$ cat src/rtl/core/rpg3d_pkg.sv
`timescale 1ns / 1ps

package rpg3d_pkg;

    localparam int SAMPLES_DEF    = 64;
    localparam int MAX_POINTS_DEF = 65536;

    localparam int COORD_W = 24;
    localparam int LEN_W   = 23;
    localparam int TRIG_W  = 16;
    localparam int CFG_W   = 24;
    localparam int REG_W   = 3;
    localparam int SLOT_W  = 6;
    localparam int IDX_W   = 16;
    localparam int KIND_W  = 2;

    // register indexes
    localparam logic [REG_W-1:0] REG_CENTER_X = 3'd0;
    localparam logic [REG_W-1:0] REG_BOTTOM_Y = 3'd1;
    localparam logic [REG_W-1:0] REG_CENTER_Z = 3'd2;
    localparam logic [REG_W-1:0] REG_HEIGHT   = 3'd3;
    localparam logic [REG_W-1:0] REG_WIDTH    = 3'd4;
    localparam logic [REG_W-1:0] REG_LENGTH   = 3'd5;
    localparam logic [REG_W-1:0] REG_COS      = 3'd6;
    localparam logic [REG_W-1:0] REG_SIN      = 3'd7;

    localparam logic signed [TRIG_W-1:0] COS_RESET = 16'sd16384;

    // result kinds
    localparam logic [KIND_W-1:0] KIND_CAPTURED = 2'd0;
    localparam logic [KIND_W-1:0] KIND_FILL     = 2'd1;
    localparam logic [KIND_W-1:0] KIND_EMPTY    = 2'd2;

    // coarse window, 10.0 in Q12.12
    localparam logic signed [COORD_W:0] WINDOW = 25'sd40960;

    typedef struct packed {
        logic load_point;
        logic capture;
        logic emit_empty;
        logic fill_start;
        logic fill_adv;
        logic clr_box;
    } t_cmd;

    typedef struct packed {
        logic pt_hit;
        logic cap_full;
        logic cap_zero;
        logic point_last;
        logic fill_end;
        logic out_free;
    } t_status;

endpackage

$ cat src/rtl/core/rpg3d_ctrl.sv
`timescale 1ns / 1ps

module rpg3d_ctrl (
    input  logic               i_clk,
    input  logic               i_rst_n,
    input  logic               i_in_valid,
    output logic               o_in_stall,
    input  rpg3d_pkg::t_status i_status,
    output rpg3d_pkg::t_cmd    o_cmd
);

    localparam logic [2:0] ST_IDLE = 3'd0;
    localparam logic [2:0] ST_DIFF = 3'd1;
    localparam logic [2:0] ST_MUL  = 3'd2;
    localparam logic [2:0] ST_CHK  = 3'd3;
    localparam logic [2:0] ST_DEC  = 3'd4;
    localparam logic [2:0] ST_END  = 3'd5;
    localparam logic [2:0] ST_FILL = 3'd6;

    logic [2:0] r_state;
    logic [2:0] n_state;

    always_comb begin
        n_state = r_state;
        o_cmd   = '0;
        case (r_state)
            ST_IDLE: begin
                if (i_in_valid) begin
                    o_cmd.load_point = 1'b1;
                    n_state          = ST_DIFF;
                end
            end
            ST_DIFF: n_state = ST_MUL;
            ST_MUL:  n_state = ST_CHK;
            ST_CHK:  n_state = ST_DEC;
            ST_DEC: begin
                if (i_status.pt_hit && !i_status.cap_full) begin
                    if (i_status.out_free) begin
                        o_cmd.capture = 1'b1;
                        n_state       = i_status.point_last ? ST_END : ST_IDLE;
                    end
                end else begin
                    n_state = i_status.point_last ? ST_END : ST_IDLE;
                end
            end
            ST_END: begin
                if (i_status.cap_zero) begin
                    if (i_status.out_free) begin
                        o_cmd.emit_empty = 1'b1;
                        o_cmd.clr_box    = 1'b1;
                        n_state          = ST_IDLE;
                    end
                end else if (i_status.cap_full) begin
                    o_cmd.clr_box = 1'b1;
                    n_state       = ST_IDLE;
                end else begin
                    o_cmd.fill_start = 1'b1;
                    n_state          = ST_FILL;
                end
            end
            ST_FILL: begin
                if (i_status.out_free) begin
                    o_cmd.fill_adv = 1'b1;
                    if (i_status.fill_end) begin
                        o_cmd.clr_box = 1'b1;
                        n_state       = ST_IDLE;
                    end
                end
            end
            default: n_state = ST_IDLE;
        endcase
    end

    always_ff @(posedge i_clk) begin
        if (!i_rst_n) begin
            r_state <= ST_IDLE;
        end else begin
            r_state <= n_state;
        end
    end

    assign o_in_stall = (r_state != ST_IDLE);

endmodule

$ cat config.mk
export PLATFORM = sky130hd
export DESIGN_NAME = rpg3d_ctrl
export DESIGN_NICKNAME = d
export VERILOG_FILES = /design/src/rtl/core/rpg3d_pkg.sv /design/src/rtl/core/rpg3d_ctrl.sv
export SDC_FILE = /design/constraint.sdc
export NUM_CORES = 1
export LEC_CHECK = 0
export BUFFER_PORTS_ARGS = -buffer_cell sky130_fd_sc_hd__buf_2
export CAP_MARGIN = 20
export CORE_AREA = 3 3 40 42
export DETAILED_ROUTE_END_ITERATION = 8
export DIE_AREA = 0 0 43 45
export SYNTH_ARGS = -nofsm -noshare
export SYNTH_HDL_FRONTEND = slang
export SYNTH_SLANG_ARGS = --single-unit
$ cat constraint.sdc
create_clock -name i_clk -period 2.23 [get_ports i_clk]
set_input_delay 0.223 -clock i_clk [delete_from_list [all_inputs] [get_ports i_clk]]
set_output_delay 0.223 -clock i_clk [all_outputs]
set_load 0.05 [all_outputs]
# After elaboration in Yosys (flattened, before gate mapping)

Cells that the tools add are included.

Logic and storage cells: 42
Bits of input ports: 9
Output and inout bits: 7
Register bits: 3

Reductions and logical operators: 5
Muxes and demuxes: 25
Eq/ne operators: 11

Operators by type and width:

| operator                                       | number |
|---|---|
| 2-to-1 mux 3 bit                               | 9 |
| case mux 3 bit (7 select lines)                | 1 |
| 2-to-1 mux 1 bit                               | 12 |
| == test 3 bit (second input constant)          | 3 |
| == test 3 x 2 -> 1 bit (second input constant) | 2 |
| inequality test 2 bit (second input constant)  | 3 |
| inequality test 3 bit (second input constant)  | 2 |
| AND reduction 5 bit                            | 1 |
| 2-to-1 mux 2 bit                               | 2 |
| == test 3 x 1 -> 1 bit (second input constant) | 1 |
| zero test 3 bit                                | 1 |
| nonzero test 3 bit                             | 1 |
| case mux 1 bit (2 select lines)                | 1 |
| logical AND 1 bit                              | 1 |
| zero test 1 bit                                | 1 |

# Logic depth before layout (Yosys ltp)

Depth in word-level cells: 4
Gate-level depth with buffers: 4
Gate-level depth less buffers: 3

# Worst setup path before layout

OpenSTA, ideal clock, no wires.

Path type: reg2out
From: register r_state[1]
To: output o_cmd[4] (netlist bit)
Buffers on the path: 1
Setup slack: -0.027 ns
Arrival: 2.034 ns
Stages on the path, launching flop included: 3
Data required time: 2.007 ns
Cell sequence: dfxtp_1 > buf_2 > nor4_1

RTL lines:

| what                     | line             | source |
|---|---|---|
| start: declaration       | rpg3d_ctrl.sv:20 | `logic [2:0] r_state;` |
| start signal: assignment | rpg3d_ctrl.sv:78 | `r_state <= n_state;` |
| end: declaration         | rpg3d_ctrl.sv:9  | `output rpg3d_pkg::t_cmd o_cmd` |

==> results.toml <==
[clock_tree]
cts-root-buf = "clkbuf_4"
ctsLongestPathBuffers = 2
cts.repair.resized = 0
htreeDepth = 1
cts_tree = "yes"
clock_latency_ns = 0.23
cts_hold_buffers = 0
clkTransAtPathRegs_ns = 0.04
cts_setup_buffers = 0
clock_sinks = 3
cts_buffers = 3

[sta]
skew_ns = 0.00228
post-route-period-util = 0.828
period_minus_slack_ns = 1.85
holdWs_ns = 0.267
rsz0062_at_grt = "no"
tns_ns = 0
max_freq_mhz = 541
relSlewSlack = 0.741
maxSlewViolCount = 0
worst_pin_slew_ns = 0.379
hold_viol = 0
setup_viol = 0

[logic_synthesis]
ys.flop_type = "dfxtp_1"
yosys.area.top_type = "dfxtp_1"
synth.most_common_cell = "nand2_1"
synthTopCellsByArea = "dfxtp_1 (18%), nand2_1 (5.6%), nor2b_1 (5.6%)"
syn_nets = 56
synth-edff-count = 0
synth_area_um2 = 333
ys_seq_elements = 3
netlist_instances = 47
ys_seq_area_frac = 0.180
yosysTopAreaCellShare = 0.180
synth-async-reset-ratio = 0
synth_common_cells = "nand2_1 (5), inv_1 (4), dfxtp_1 (3), nor2b_1 (3)"
ys.warnings.count = 0
synth.distinct_cells = 29
avgSynthCellArea_um2 = 7.08

[layout]
largest_reg_flops = 3
stdcell_area_um2 = 439
nets = 73
top_register = "r_state"
num_antenna_cells = 0
top_regs = "r_state (3)"
drive_gt1_frac = 0.317
area_growth_pct = 32.0

[global_routing]
grt.met1_usage = 0.129
antenna_found_initial = 0
grt_remaining_overflow = 0
grt_pass1_vias = 293
grt_use_met3 = 0.0398
busiest_layer = "met1"
grt_max_degree = 15
track_usage = 0.0881
grt.met2_usage = 0.117
grt_pass1_wl_um = 1320

[floorplan]
dieHeight_um = 45
fp.dieW_um = 43
coreArea_um2 = 1280
initial_core_util = 0.259
io_pins = 16
rows = 13
die_area_um2 = 1940

[placed_design]
place_area_um2 = 413
port_buffers = 15
gp_congestion = 0.728
hpwl_um = 658

[pwr]
p_sw_frac = 0.349
irDropWorstVdd_v = 0.000193
pwr-share-seq = 0.301
p_sw_uw = 81.0
powerDensity_nw_per_um2 = 528
p_leak_nw = 0.201
power.share.combinational = 0.292
power.internal_uw = 151
clkPwrFrac = 0.407

[setup_path]
cp_num_buf_inv = 1
cp.required_ns = 2.01
critPathTopFamily = "flip-flops"
crit_chain = "nor2b_1 -> nand2_1 -> o32ai_1 -> buf_2"
worst-setup-path-type = "register to primary output"
crit_arrival_ns = 1.62
crit_path_max_fanout = 10
setup.worst_path.end_class = "primary output"
slowest_stage = "dfxtp_1"
critPathLaunchType = "register"
cpPeakStageDelay_ns = 0.49

[routing]
vias = 395
routed_wirelength_um = 826
first_pass_iters = 4
final_antenna_net_count = 0
routed_via_density = 5.06
wl_per_cell_um = 10.6
drtIter0Drc = 5
drc = 0

[worst_hold_path]
min_path_type = "primary input to register"

[run]
cap_violations = 0

[status]
status = "completed"
worst paths after layout:
kind,start,cells past startpoint,endpoint,slack (ns)
setup / recovery,r_state[2],4,o_cmd[0],0.38
hold / removal,i_rst_n,3,r_state[1],0.27
setup reg to reg,r_state[2],3,r_state[0],0.82
hold reg to reg,r_state[0],2,r_state[2],0.63
power groups by stage:
| stage | sequential (mW) | clock [mW] | combinational, mW |
|---|---|---|---|
| after floorplan | 0.0612 | 0 | 0.0572 |
| after global placement | 0.0710 | 0 | 0.0685 |
| after detailed placement | 0.0706 | 0 | 0.0682 |
| after CTS | 0.0698 | 0.0973 | 0.0683 |
| after global routing | 0.0713 | 0.102 | 0.0745 |
| final | 0.0699 | 0.0944 | 0.0678 |
cells by family (layout without fill, tap and decap cells):
| family | Yosys count | in the layout | synth area share |
|---|---|---|---|
| AND/OR/NAND/NOR | 27 | 27 | 0.485 |
| buffers and inverters | 7 | 23 | 0.105 |
| flip-flops | 3 | 3 | 0.180 |
| AO/OA/AOI/OAI | 10 | 10 | 0.229 |
placed cells by master (no fill, tap or decap):
cell type  Yosys  final
a32o_1         1      1
buf_2          1     15
nor2b_1        3      3
o32ai_1        1      1
nor4b_1        1      1
or3_1          1      1
or4_1          1      1
nand2_1        5      5
nand3b_1       1      1
and2b_1        1      1
inv_1          4      4
a2111oi_0      1      1
a2bb2oi_1      1      1
a311o_1        1      1
dfxtp_1        3      3
nor2_1         2      2
o211ai_1       2      2
nor3_1         2      2
and3_1         1      1
nor4_2         0      1
nand2b_4       1      1
nand2b_1       2      2
nor3b_1        1      1
o21ai_0        2      2
clkbuf_4       0      3
and2_1         2      2
clkbuf_1       1      1
nand3_1        2      2
a21oi_1        1      1
worst reg2reg max path: cells and delay by family, from the launching register on:
kind,cells,cell delay [ns]
flip-flops,1,0.49
AO/OA/AOI/OAI,1,0.23
AND/OR/NAND/NOR,2,0.57
final cells by class:
cell class / count / area [um^2]
inverter: 4 / 15.0
sequential: 3 / 60.1
fill: 146 / 846
timing repair buffer: 15 / 75.1
tap: 15 / 18.8
clock buffer: 4 / 26.3
multi-input combinational: 37 / 244
stage by stage:
step | power (mW) | std cells | setup slack, ns | util
final | 0.232 | 78 | 0.383 | 0.342
after CTS | 0.235 | 78 | 0.387 | 0.342
after global routing | 0.248 | 78 | 0.272 | 0.342
after detailed placement | 0.139 | 74 | 0.644 | 0.321
after global placement | 0.139 | 74 | 0.673 | 0.321
after floorplan | 0.118 | 47 | 0.0961 | -
per-layer routing:
layer,up-vias,wire length [um]
li1,203,-
met1,176,402
met2,16,323
met3,0,99
met4,0,0
met5,-,0
(Power assumes the default switching activity.)
